[src/sv/ccw_pkg.sv]
`default_nettype none
package ccw_pkg;

   localparam int SCREEN_WIDTH  = 80;
   localparam int SCREEN_HEIGHT = 25;

   localparam int COL_W   = 7;
   localparam int ROW_W   = 5;
   localparam int ADDR_W  = 11;
   localparam int CHAR_W  = 8;
   localparam int ATTR_W  = 8;
   localparam int NUM_W   = 32;
   localparam int DIGIT_W = 4;
   localparam int MAX_DIGITS = 10;
   localparam int BCD_W   = MAX_DIGITS * DIGIT_W;
   localparam int BITCNT_W = $clog2(NUM_W + 1);
   localparam int DCNT_W   = $clog2(MAX_DIGITS + 1);

   localparam logic [1:0] OP_PUT_CHAR   = 2'd0;
   localparam logic [1:0] OP_PUT_NUMBER = 2'd1;
   localparam logic [1:0] OP_PUT_CELL   = 2'd2;

   localparam logic [CHAR_W-1:0] NEWLINE_CHAR    = 8'd10;
   localparam logic [CHAR_W-1:0] DIGIT_ZERO_CHAR = 8'd48;
   localparam logic [ATTR_W-1:0] TEXT_COLOR_RESET = 8'd7;

   typedef struct packed {
      logic [1:0]        operation;
      logic [CHAR_W-1:0] character;
      logic [NUM_W-1:0]  number;
      logic [COL_W-1:0]  column;
      logic [ROW_W-1:0]  row;
      logic [ATTR_W-1:0] cell_color;
   } req_word_type;

   typedef struct packed {
      logic [ADDR_W-1:0] cell_address;
      logic [CHAR_W-1:0] cell_character;
      logic [ATTR_W-1:0] cell_attribute;
      logic              last_of_run;
   } rsp_word_type;

   typedef enum logic [1:0] {
      ST_IDLE,
      ST_CONVERT,
      ST_SCAN,
      ST_EMIT
   } state_type;

   typedef enum logic [1:0] {
      MODE_CURSOR_CHAR,
      MODE_NUMBER,
      MODE_DIRECT
   } mode_type;

   typedef struct packed {
      logic load;
      logic step;
      logic scan;
      logic pop;
   } dab_cmd_type;

   typedef struct packed {
      logic               conv_done;
      logic               scan_done;
      logic [DIGIT_W-1:0] top_digit;
      logic [DCNT_W-1:0]  count;
   } dab_status_type;

   typedef struct packed {
      logic advance;
      logic newline;
   } cur_cmd_type;

endpackage
`default_nettype wire

[src/sv/ccw_dabble.sv]
`default_nettype none
module ccw_dabble (
   input  wire logic                     clock,
   input  wire logic                     reset,
   input  wire ccw_pkg::dab_cmd_type     cmd,
   input  wire logic [ccw_pkg::NUM_W-1:0] number,
   output ccw_pkg::dab_status_type       status
);

   logic [ccw_pkg::NUM_W-1:0]    num_ff, num_in;
   logic [ccw_pkg::BCD_W-1:0]    bcd_ff, bcd_in;
   logic [ccw_pkg::BITCNT_W-1:0] bit_ff, bit_in;
   logic [ccw_pkg::DCNT_W-1:0]   cnt_ff, cnt_in;
   logic [ccw_pkg::BCD_W-1:0]    bcd_adj;
   logic [ccw_pkg::DIGIT_W-1:0]  top_digit;
   logic                         scan_done;

   // add 3 to every digit of 5 or more before the shift
   always_comb begin
      for (int i = 0; i < ccw_pkg::MAX_DIGITS; i++) begin
         if (bcd_ff[i*ccw_pkg::DIGIT_W +: ccw_pkg::DIGIT_W] >= 4'd5) begin
            bcd_adj[i*ccw_pkg::DIGIT_W +: ccw_pkg::DIGIT_W] =
               bcd_ff[i*ccw_pkg::DIGIT_W +: ccw_pkg::DIGIT_W] + 4'd3;
         end else begin
            bcd_adj[i*ccw_pkg::DIGIT_W +: ccw_pkg::DIGIT_W] =
               bcd_ff[i*ccw_pkg::DIGIT_W +: ccw_pkg::DIGIT_W];
         end
      end
   end

   assign top_digit = bcd_ff[ccw_pkg::BCD_W-1 -: ccw_pkg::DIGIT_W];
   assign scan_done = (top_digit != '0) || (cnt_ff == ccw_pkg::DCNT_W'(1));

   always_comb begin
      num_in = num_ff;
      bcd_in = bcd_ff;
      bit_in = bit_ff;
      cnt_in = cnt_ff;
      if (cmd.load) begin
         num_in = number;
         bcd_in = '0;
         bit_in = '0;
         cnt_in = ccw_pkg::DCNT_W'(ccw_pkg::MAX_DIGITS);
      end else if (cmd.step) begin
         bcd_in = {bcd_adj[ccw_pkg::BCD_W-2:0], num_ff[ccw_pkg::NUM_W-1]};
         num_in = {num_ff[ccw_pkg::NUM_W-2:0], 1'b0};
         bit_in = bit_ff + 1'b1;
      end else if ((cmd.scan && !scan_done) || cmd.pop) begin
         bcd_in = {bcd_ff[ccw_pkg::BCD_W-ccw_pkg::DIGIT_W-1:0], {ccw_pkg::DIGIT_W{1'b0}}};
         cnt_in = cnt_ff - 1'b1;
      end
   end

   always_ff @(posedge clock) begin
      num_ff <= num_in;
      bcd_ff <= bcd_in;
      if (reset) begin
         bit_ff <= '0;
         cnt_ff <= '0;
      end else begin
         bit_ff <= bit_in;
         cnt_ff <= cnt_in;
      end
   end

   assign status.conv_done = (bit_ff == ccw_pkg::BITCNT_W'(ccw_pkg::NUM_W));
   assign status.scan_done = scan_done;
   assign status.top_digit = top_digit;
   assign status.count     = cnt_ff;

endmodule
`default_nettype wire

[src/sv/ccw_cursor.sv]
`default_nettype none
module ccw_cursor (
   input  wire logic                       clock,
   input  wire logic                       reset,
   input  wire ccw_pkg::cur_cmd_type       cmd,
   input  wire logic                       direct,
   input  wire logic [ccw_pkg::ROW_W-1:0]  direct_row,
   input  wire logic [ccw_pkg::COL_W-1:0]  direct_column,
   output logic [ccw_pkg::ADDR_W-1:0]      address
);

   logic [ccw_pkg::ROW_W-1:0] row_ff, row_in, row_next;
   logic [ccw_pkg::COL_W-1:0] col_ff, col_in;
   logic [ccw_pkg::ROW_W-1:0] sel_row;
   logic [ccw_pkg::COL_W-1:0] sel_col;

   assign row_next = (row_ff == ccw_pkg::ROW_W'(ccw_pkg::SCREEN_HEIGHT - 1)) ?
                     '0 : row_ff + 1'b1;

   always_comb begin
      row_in = row_ff;
      col_in = col_ff;
      if (cmd.newline) begin
         row_in = row_next;
         col_in = '0;
      end else if (cmd.advance) begin
         if (col_ff == ccw_pkg::COL_W'(ccw_pkg::SCREEN_WIDTH - 1)) begin
            row_in = row_next;
            col_in = '0;
         end else begin
            col_in = col_ff + 1'b1;
         end
      end
   end

   always_ff @(posedge clock) begin
      if (reset) begin
         row_ff <= '0;
         col_ff <= '0;
      end else begin
         row_ff <= row_in;
         col_ff <= col_in;
      end
   end

   assign sel_row = direct ? direct_row : row_ff;
   assign sel_col = direct ? direct_column : col_ff;
   assign address = ccw_pkg::ADDR_W'(32'(sel_row) * 32'(ccw_pkg::SCREEN_WIDTH)
                                     + 32'(sel_col));

endmodule
`default_nettype wire

[src/sv/text_console_cell_writer_top.sv]
`default_nettype none
// Text console writer: each word on req_ turns into zero or more cell writes on rsp_
// (address row*80+column, character, attribute, last_of_run on the final one). For a number
// word, a bit-serial double-dabble register converts the 32-bit value in 32 steps, then
// drops leading zero digits one per cycle before the digits are sent, most significant
// first. The last result sits in the output register while the next word is accepted.
// text_color is written through csr_ and takes effect on later cursor writes.
module text_console_cell_writer_top (
   input  wire logic                            clock,
   input  wire logic                            reset,
   input  wire logic                            req_valid,
   output logic                                 req_stall,
   input  wire ccw_pkg::req_word_type           req_word,
   output logic                                 rsp_valid,
   input  wire logic                            rsp_stall,
   output ccw_pkg::rsp_word_type                rsp_word,
   input  wire logic                            csr_write_enable,
   input  wire logic [ccw_pkg::ATTR_W-1:0]      csr_write_data
);

   ccw_pkg::state_type      state_ff, state_in;
   ccw_pkg::mode_type       mode_ff, mode_in;
   logic [ccw_pkg::CHAR_W-1:0] char_ff;
   logic [ccw_pkg::ATTR_W-1:0] attr_ff;
   logic [ccw_pkg::ROW_W-1:0]  row_ff;
   logic [ccw_pkg::COL_W-1:0]  col_ff;
   logic [ccw_pkg::ATTR_W-1:0] text_color_ff;
   logic                       rsp_valid_ff;
   ccw_pkg::rsp_word_type      rsp_word_ff, rsp_word_in;

   ccw_pkg::dab_cmd_type    dab_cmd;
   ccw_pkg::dab_status_type dab_status;
   ccw_pkg::cur_cmd_type    cur_cmd;
   logic [ccw_pkg::ADDR_W-1:0] cur_address;

   logic accept;
   logic on_screen;
   logic out_free;
   logic load_out;
   logic last;

   assign req_stall = (state_ff != ccw_pkg::ST_IDLE);
   assign accept    = req_valid && !req_stall;
   assign on_screen = (32'(req_word.column) < 32'(ccw_pkg::SCREEN_WIDTH)) &&
                      (32'(req_word.row) < 32'(ccw_pkg::SCREEN_HEIGHT));
   assign out_free  = !rsp_valid_ff || !rsp_stall;
   assign last      = (mode_ff != ccw_pkg::MODE_NUMBER) ||
                      (dab_status.count == ccw_pkg::DCNT_W'(1));

   ccw_dabble u_dabble (
      .clock  (clock),
      .reset  (reset),
      .cmd    (dab_cmd),
      .number (req_word.number),
      .status (dab_status)
   );

   ccw_cursor u_cursor (
      .clock         (clock),
      .reset         (reset),
      .cmd           (cur_cmd),
      .direct        (mode_ff == ccw_pkg::MODE_DIRECT),
      .direct_row    (row_ff),
      .direct_column (col_ff),
      .address       (cur_address)
   );

   // next state
   always_comb begin
      state_in = state_ff;
      mode_in  = mode_ff;
      case (state_ff)
         ccw_pkg::ST_IDLE: begin
            if (accept) begin
               case (req_word.operation)
                  ccw_pkg::OP_PUT_CHAR: begin
                     if (req_word.character != ccw_pkg::NEWLINE_CHAR) begin
                        mode_in  = ccw_pkg::MODE_CURSOR_CHAR;
                        state_in = ccw_pkg::ST_EMIT;
                     end
                  end
                  ccw_pkg::OP_PUT_NUMBER: begin
                     mode_in  = ccw_pkg::MODE_NUMBER;
                     state_in = ccw_pkg::ST_CONVERT;
                  end
                  ccw_pkg::OP_PUT_CELL: begin
                     if (on_screen) begin
                        mode_in  = ccw_pkg::MODE_DIRECT;
                        state_in = ccw_pkg::ST_EMIT;
                     end
                  end
                  default: begin
                  end
               endcase
            end
         end
         ccw_pkg::ST_CONVERT: begin
            if (dab_status.conv_done) begin
               state_in = ccw_pkg::ST_SCAN;
            end
         end
         ccw_pkg::ST_SCAN: begin
            if (dab_status.scan_done) begin
               state_in = ccw_pkg::ST_EMIT;
            end
         end
         ccw_pkg::ST_EMIT: begin
            if (out_free && last) begin
               state_in = ccw_pkg::ST_IDLE;
            end
         end
         default: state_in = ccw_pkg::ST_IDLE;
      endcase
   end

   // outputs
   always_comb begin
      dab_cmd  = '0;
      cur_cmd  = '0;
      load_out = 1'b0;
      case (state_ff)
         ccw_pkg::ST_IDLE: begin
            if (accept && req_word.operation == ccw_pkg::OP_PUT_CHAR &&
                req_word.character == ccw_pkg::NEWLINE_CHAR) begin
               cur_cmd.newline = 1'b1;
            end
            if (accept && req_word.operation == ccw_pkg::OP_PUT_NUMBER) begin
               dab_cmd.load = 1'b1;
            end
         end
         ccw_pkg::ST_CONVERT: begin
            dab_cmd.step = !dab_status.conv_done;
         end
         ccw_pkg::ST_SCAN: begin
            dab_cmd.scan = 1'b1;
         end
         ccw_pkg::ST_EMIT: begin
            load_out        = out_free;
            cur_cmd.advance = out_free && (mode_ff != ccw_pkg::MODE_DIRECT);
            dab_cmd.pop     = out_free && (mode_ff == ccw_pkg::MODE_NUMBER);
         end
         default: begin
         end
      endcase
   end

   always_comb begin
      rsp_word_in.cell_address = cur_address;
      rsp_word_in.last_of_run  = last;
      case (mode_ff)
         ccw_pkg::MODE_NUMBER: begin
            rsp_word_in.cell_character = ccw_pkg::DIGIT_ZERO_CHAR +
                                         ccw_pkg::CHAR_W'(dab_status.top_digit);
            rsp_word_in.cell_attribute = text_color_ff;
         end
         ccw_pkg::MODE_DIRECT: begin
            rsp_word_in.cell_character = char_ff;
            rsp_word_in.cell_attribute = attr_ff;
         end
         default: begin
            rsp_word_in.cell_character = char_ff;
            rsp_word_in.cell_attribute = text_color_ff;
         end
      endcase
   end

   always_ff @(posedge clock) begin
      if (accept) begin
         char_ff <= req_word.character;
         attr_ff <= req_word.cell_color;
         row_ff  <= req_word.row;
         col_ff  <= req_word.column;
      end
      if (load_out) begin
         rsp_word_ff <= rsp_word_in;
      end
      if (reset) begin
         state_ff      <= ccw_pkg::ST_IDLE;
         mode_ff       <= ccw_pkg::MODE_CURSOR_CHAR;
         text_color_ff <= ccw_pkg::TEXT_COLOR_RESET;
         rsp_valid_ff  <= 1'b0;
      end else begin
         state_ff <= state_in;
         mode_ff  <= mode_in;
         if (csr_write_enable) begin
            text_color_ff <= csr_write_data;
         end
         if (load_out) begin
            rsp_valid_ff <= 1'b1;
         end else if (!rsp_stall) begin
            rsp_valid_ff <= 1'b0;
         end
      end
   end

   assign rsp_valid = rsp_valid_ff;
   assign rsp_word  = rsp_word_ff;

   a_convert_to_scan: assert property (@(posedge clock) disable iff (reset)
      (state_ff == ccw_pkg::ST_CONVERT && dab_status.conv_done)
      |=> (state_ff == ccw_pkg::ST_SCAN))
      else $error("conversion did not hand over to digit scan");

   a_digits_left: assert property (@(posedge clock) disable iff (reset)
      (state_ff == ccw_pkg::ST_EMIT && mode_ff == ccw_pkg::MODE_NUMBER)
      |-> (dab_status.count != '0))
      else $error("digit emission with no digits left");

   a_last_ends_run: assert property (@(posedge clock) disable iff (reset)
      (load_out && last) |=> (state_ff == ccw_pkg::ST_IDLE && rsp_valid_ff &&
                              rsp_word_ff.last_of_run))
      else $error("final word did not end the run");

endmodule
`default_nettype wire
[config.mk]
export PLATFORM = sky130hd
export DESIGN_NAME = text_console_cell_writer_top
export DESIGN_NICKNAME = d
export VERILOG_FILES = /design/src/sv/ccw_pkg.sv /design/src/sv/ccw_dabble.sv /design/src/sv/ccw_cursor.sv /design/src/sv/text_console_cell_writer_top.sv
export SDC_FILE = /design/constraint.sdc
export NUM_CORES = 1
export LEC_CHECK = 0
export BUFFER_PORTS_ARGS = -buffer_cell sky130_fd_sc_hd__buf_4
export CORE_ASPECT_RATIO = 1.2
export CORE_UTILIZATION = 50
export DETAILED_ROUTE_END_ITERATION = 10
export PLACE_DENSITY = 0.74
export SYNTH_ARGS = -nofsm -noshare
export SYNTH_HDL_FRONTEND = slang
export SYNTH_SLANG_ARGS = --single-unit
export TNS_END_PERCENT = 1
[constraint.sdc]
create_clock -name clock -period 3 [get_ports clock]
set_input_delay 0.3 -clock clock [delete_from_list [all_inputs] [get_ports clock]]
set_output_delay 0.3 -clock clock [all_outputs]
set_load 0.1 [all_outputs]
# Word-level counts from Yosys, hierarchy flattened

Cells that the tools add are included.
W data, S select, Z words.

Register bits after elaboration: 163
Memories kept: 0
Input port bits: 75
Logic and storage cells: 157
Memory bits (read-only): 0
Output and inout bits: 30
Bits in latches: 0
RAM bits: 0

Order comparisons: 12
Multiply operators: 1
Bitwise gates (word level): 1
Divide/modulo/power cells: 0
Shifts and indexed selects: 0
Eq/ne operators: 26
Multiplexer cells: 47
Add/sub/neg operators: 16
Reduce and logical (&&, ||, !) cells: 35

Operators with widths:

| kind                  | number |
|---|---|
| $mux W40              | 2 |
| $mux W32              | 2 |
| $mux W4               | 12 |
| $ge A4 B3 Y1 const B  | 10 |
| $add A4 B2 Y4 const B | 9 |
| $pmux W16 S2          | 1 |
| $mux W5               | 5 |
| $mux W2               | 8 |
| $mux W7               | 2 |
| $ne A2 B2 Y1 const B  | 6 |
| $pmux W2 S3           | 2 |
| $reduce_bool A2 Y1    | 6 |
| $add A11 B7 Y11       | 1 |
| $mux W1               | 11 |
| $logic_and A1 B1 Y1   | 9 |
| $eq A2 B2 Y1 const B  | 4 |
| $eq A8 B4 Y1 const B  | 1 |
| $ne A2 B1 Y1 const B  | 4 |
| $ne A8 B4 Y1 const B  | 1 |
| $pmux W2 S4           | 1 |
| $add A6 B4 Y7 const A | 1 |
| $add A7 B1 Y7 const B | 1 |
| $eq A7 B7 Y1 const B  | 1 |
| $lt A7 B7 Y1 const B  | 1 |
| 23 further kinds      | 37 |

# Logic depth before layout (Yosys ltp)

Depth after elaboration: 9
Gate-level depth with buffers: 13
Gate-level depth less buffers: 11

# Hierarchy

From an unflattened synthesis, not the netlist that was laid out.

Cell total of the unflattened synthesis: 741
Area total of the unflattened synthesis: 8,471.9 um2

Modules (own cells, without submodules):

| module                       | cells an instance | area each (um2) | seq. area each (um2) | times used |
|---|---|---|---|---|
| ccw_dabble                   | 464               | 4,847.1         | 1,961.9              | 1 |
| text_console_cell_writer_top | 165               | 2,615.0         | 1,941.9              | 1 |
| ccw_cursor                   | 112               | 1,009.7         | 240.2                | 1 |

# Least setup slack after synthesis

Ideal clock, no wire load.

Kind: register -> register
From: register mode_ff[0]
To: register rsp_word_ff (netlist bit rsp_word[27]) (data pin)
Slack: -0.082 ns
Arrival time: 2.825 ns
Buffers on the path: 2
Period minus slack after synthesis: 3.082 ns
Required time: 2.742 ns
Cell stages (with the launch flop): 13
Library setup time: 0.258 ns
Path through: dfxtp_1 inv_1 ha_1 clkbuf_1 buf_1 o21ai_0 ha_1 ha_1 fa_1 xor2_1 nand3_1 xnor2_1 xnor2_1

Word-level cells in the longest chain between the ends: 4
Elaborated cells on any way between the ends: 5
Classes of those cells: 1 x add/sub; 1 x mul; 1 x eq/ne; 2 x mux

RTL lines:

| what                      | line                                | text |
|---|---|---|
| from (decl)               | text_console_cell_writer_top.sv:22  | `ccw_pkg::mode_type mode_ff, mode_in;` |
| from (signal assigned)    | text_console_cell_writer_top.sv:179 | `mode_ff <= ccw_pkg::MODE_CURSOR_CHAR;` |
| from (signal assigned)    | text_console_cell_writer_top.sv:184 | `mode_ff <= mode_in;` |
| $eq A2 B2 Y1 (*)          | text_console_cell_writer_top.sv:62  | `.direct (mode_ff == ccw_pkg::MODE_DIRECT),` |
| $mux W5                   | ccw_cursor.sv:46                    | `assign sel_row = direct ? direct_row : row_ff;` |
| $mul A5 B3 Y7             | ccw_cursor.sv:48                    | `assign address = ccw_pkg::ADDR_W'(32'(sel_row) * 32'(ccw_pkg::SCREEN_WIDTH)` |
| $add A11 B7 Y11 (*)       | ccw_cursor.sv:49                    | `+ 32'(sel_col));` |
| via cur_address (one bit) | text_console_cell_writer_top.sv:34  | `logic [ccw_pkg::ADDR_W-1:0] cur_address;` |
| to (signal assigned)      | text_console_cell_writer_top.sv:175 | `rsp_word_ff <= rsp_word_in;` |
| to (decl)                 | text_console_cell_writer_top.sv:29  | `ccw_pkg::rsp_word_type rsp_word_ff, rsp_word_in;` |

The timed path passes the listed nets; every way through them passes the cells marked *.
A chain may end at the register's enable or synchronous reset.

# Worst setup path after layout

Same ends and word-level chain as after synthesis.

==> impl_metrics.yaml <==
finish:
  fillers: 1240
  regArea_sq_um: 4140
  stdcell_count: 1064
  stdcell_area_sq_um: 9440
  drive_gt1_share_pct: 20.3
  multi_input_area_sq_um: 3390
  post-route-util_pct: 62.6
  finalNetCount: 967
  syn_to_final_growth_pct: 21.5
  antenna_cells: 0
timing:
  finalSetupViolCount: 0
  fmax_mhz: 340
  fin_crit_ns: 2.94
  max_slew.worst_pin.slew_ns: 0.775
  hold_viol: 0
  finClkSkew_ns: 0.00669
  relSlewSlack_pct: 48.2
  setup_tns_ns: 0
  slew_viol_final: 0
  setup_slack_ns: 0.0625
  min_period_over_period_pct: 97.9
  hold_ws_ns: 0.0409
routing:
  wirelength_um: 16300
  avgRoutedWirePerCell_um: 15.3
  drtIter0Drc: 490
  drcViolationCount: 0
  route.vias.total: 5871
  ant_nets: 0
  dr.pass1.iters: 5
  vias_per_cell: 5.52
die:
  rows: 49
  start_util_pct: 51.5
  io_pins: 105
  fp.dieW_um: 116
  dieArea_sq_um: 16000
  fp.coreArea_sq_um: 15100
  die_h_um: 139
yosys:
  synth_top_area_share_pct: 34.0
  netlist_area_sq_um: 7770
  synth_most_common_cell: "nand2_1"
  ys_types: 56
  synth_common_cells: "nand2_1 (138), edfxtp_1 (88), dfxtp_1 (75)"
  ys.warnings.count: 0
  syn_nets: 866
  yosys.area.top_type: "edfxtp_1"
  synth_edf_count: 88
  syn-mean-instance-area_sq_um: 10.4
  synth-seq-cells: 163
  synth-async-reset-ratio_pct: 0
  synthTopCellsByArea: "edfxtp_1 (34%), dfxtp_1 (19%), ha_1 (6.9%)"
  synth_seq_area_share_pct: 53.3
  synthCells: 746
  ys.flop_type: "edfxtp_1"
critical_path:
  slowest_stage: "fa_1"
  worst_path_largest_cell_delay_ns: 0.42
  reg2reg_depth: 10
  startpoint_type: "register"
  r2r-end: "rsp_word[27]"
  cp-end-kind: "register"
  path_max_fanout: 4
  r2r-start: "mode_ff[0]"
  crit_top_cell: "ha_1"
  required_ns: 3.18
  rrSetupSlack_ns: 0.06
  crit_arrival_ns: 3.12
  path_class: "register to register"
  cp_cell_sequence: "inv_1 > ha_1 > mux2_2 > ha_1 > ha_1 > fa_1 > xor2_2 > nand3_1 > xnor2_2 > xnor2_1"
hold_path:
  min-delay-start: "req_word[2]"
  hp-class: "input port to register"
  worstHoldEndpoint: "attr_ff[2]"
  hold_path_depth: 1
clock_network:
  cts_buffers: 17
  post_cts_buffers: 0
  cts_max_path_buffers: 2
  clkSinkCount: 163
  cts_root_buf: "clkbuf_16"
  cts_resized: 0
  cts_tree: "yes"
  ctsHoldBuffers: 0
  clkTransAtPathRegs_ns: 0.06
  insertion_delay_ns: 0.43
  htreeDepth: 4
pwr:
  ir_worst_vdd_uv: 471
  power_density_nw_per_um2: 902
  totalPowerFinal_mw: 8.52
  leakage_nw: 3.94
placed_design:
  port_buffers: 104
  dpl.cell_count: 1032
  place.gp.congestion: 0.857
  dpl_worst_slack_ns: 0.175
  placed_cell_area_sq_um: 8800
  post-dp-hpwl_um: 11200
outcome:
  status: "complete, no violations"
global_routing:
  grt.total_usage_pct: 21.4
  grt_pass1_vias: 5994
  grt.overflow.total: 0
  grt_first_pass_wirelength_um: 27000
  grt_max_degree: 74
  antenna_found_initial: 0
run:
  maxCapViolCount: 0
[cell families (layout without fill, tap and decap cells)]
logic type | after synthesis | count (layout) | synth area share, %
xor gates and xnor gates | 29 | 29 | 3.27
AOI/OAI and AO/OA | 133 | 133 | 12.6
DFF | 163 | 163 | 53.3
buffers and inverters | 69 | 183 | 3.46
muxes | 29 | 29 | 3.93
and+or+nand+nor | 278 | 278 | 16.0
adders and majority gates | 45 | 45 | 7.44
[registers in the layout, indices dropped and copies added, names as in the netlist, 6 cells and up]
register,cells
u_dabble.bit_ff,6
text_color_ff,8
col_ff,7
rsp_word,28
u_dabble.bcd_ff,40
u_cursor.col_ff,7
attr_ff,8
u_dabble.num_ff,32
char_ff,8
[worst max path at each step]
stage	startpoint	to	slack, ns
floorplan	mode_ff[0]	rsp_word[27]	-0.06
global placement	mode_ff[0]	rsp_word[27]	0.24
detailed placement	mode_ff[0]	rsp_word[27]	0.17
CTS	mode_ff[0]	rsp_word[27]	0.04
global route	mode_ff[0]	rsp_word[27]	-0.02
finish	mode_ff[0]	rsp_word[27]	0.06
[layer usage]
| layer | up-vias | GRT usage [%] | part of all wire [%] |
|---|---|---|---|
| li1 | 2864 | - | - |
| met5 | - | 0 | 0 |
| met3 | 28 | 5.55 | 5.2 |
| met2 | 155 | 37.3 | 52 |
| met1 | 2824 | 24.6 | 41 |
| met4 | 0 | 8.57 | 2.2 |
[cell usage in the layout (no fill, tap or decap), drive strengths merged, types with 17 or more instances in the layout]
| cell | netlist | final |
|---|---|---|
| nand2 | 138 | 138 |
| xnor2 | 19 | 19 |
| dfxtp | 75 | 75 |
| nand2b | 20 | 20 |
| mux2i | 17 | 17 |
| buf | 11 | 118 |
| a21oi | 31 | 31 |
| a222oi | 27 | 27 |
| edfxtp | 88 | 88 |
| clkbuf | 25 | 18 |
| nor2 | 69 | 69 |
| o21ai | 24 | 24 |
| ha | 43 | 43 |
| inv | 33 | 34 |
[power breakdown]
group	internal [mW]	total, mW	leakage (nW)	switching, mW
sequential	3.03	3.44	1.43	0.409
clock	1.41	2.28	0.302	0.875
combinational	1.07	2.80	2.20	1.73
total	5.50	8.52	3.94	3.02
[worst max-delay path: cells and delay by family (launching register included)]
kind	cells	cell delay [ns]
xor+xnor	3	0.52
simple gates	1	0.14
flops	1	0.32
fa+ha+maj	4	1.24
mux	1	0.39
buf+inv	1	0.06
[final cells by class]
class,count,share of cell area [%]
sequential,163,43.9
multi-input combinational,514,35.9
timing repair buffer,118,9.55
clock buffer,18,4.65
tap,204,2.70
clock inverter,14,1.96
inverter,33,1.31
(Power assumes the default switching activity.)
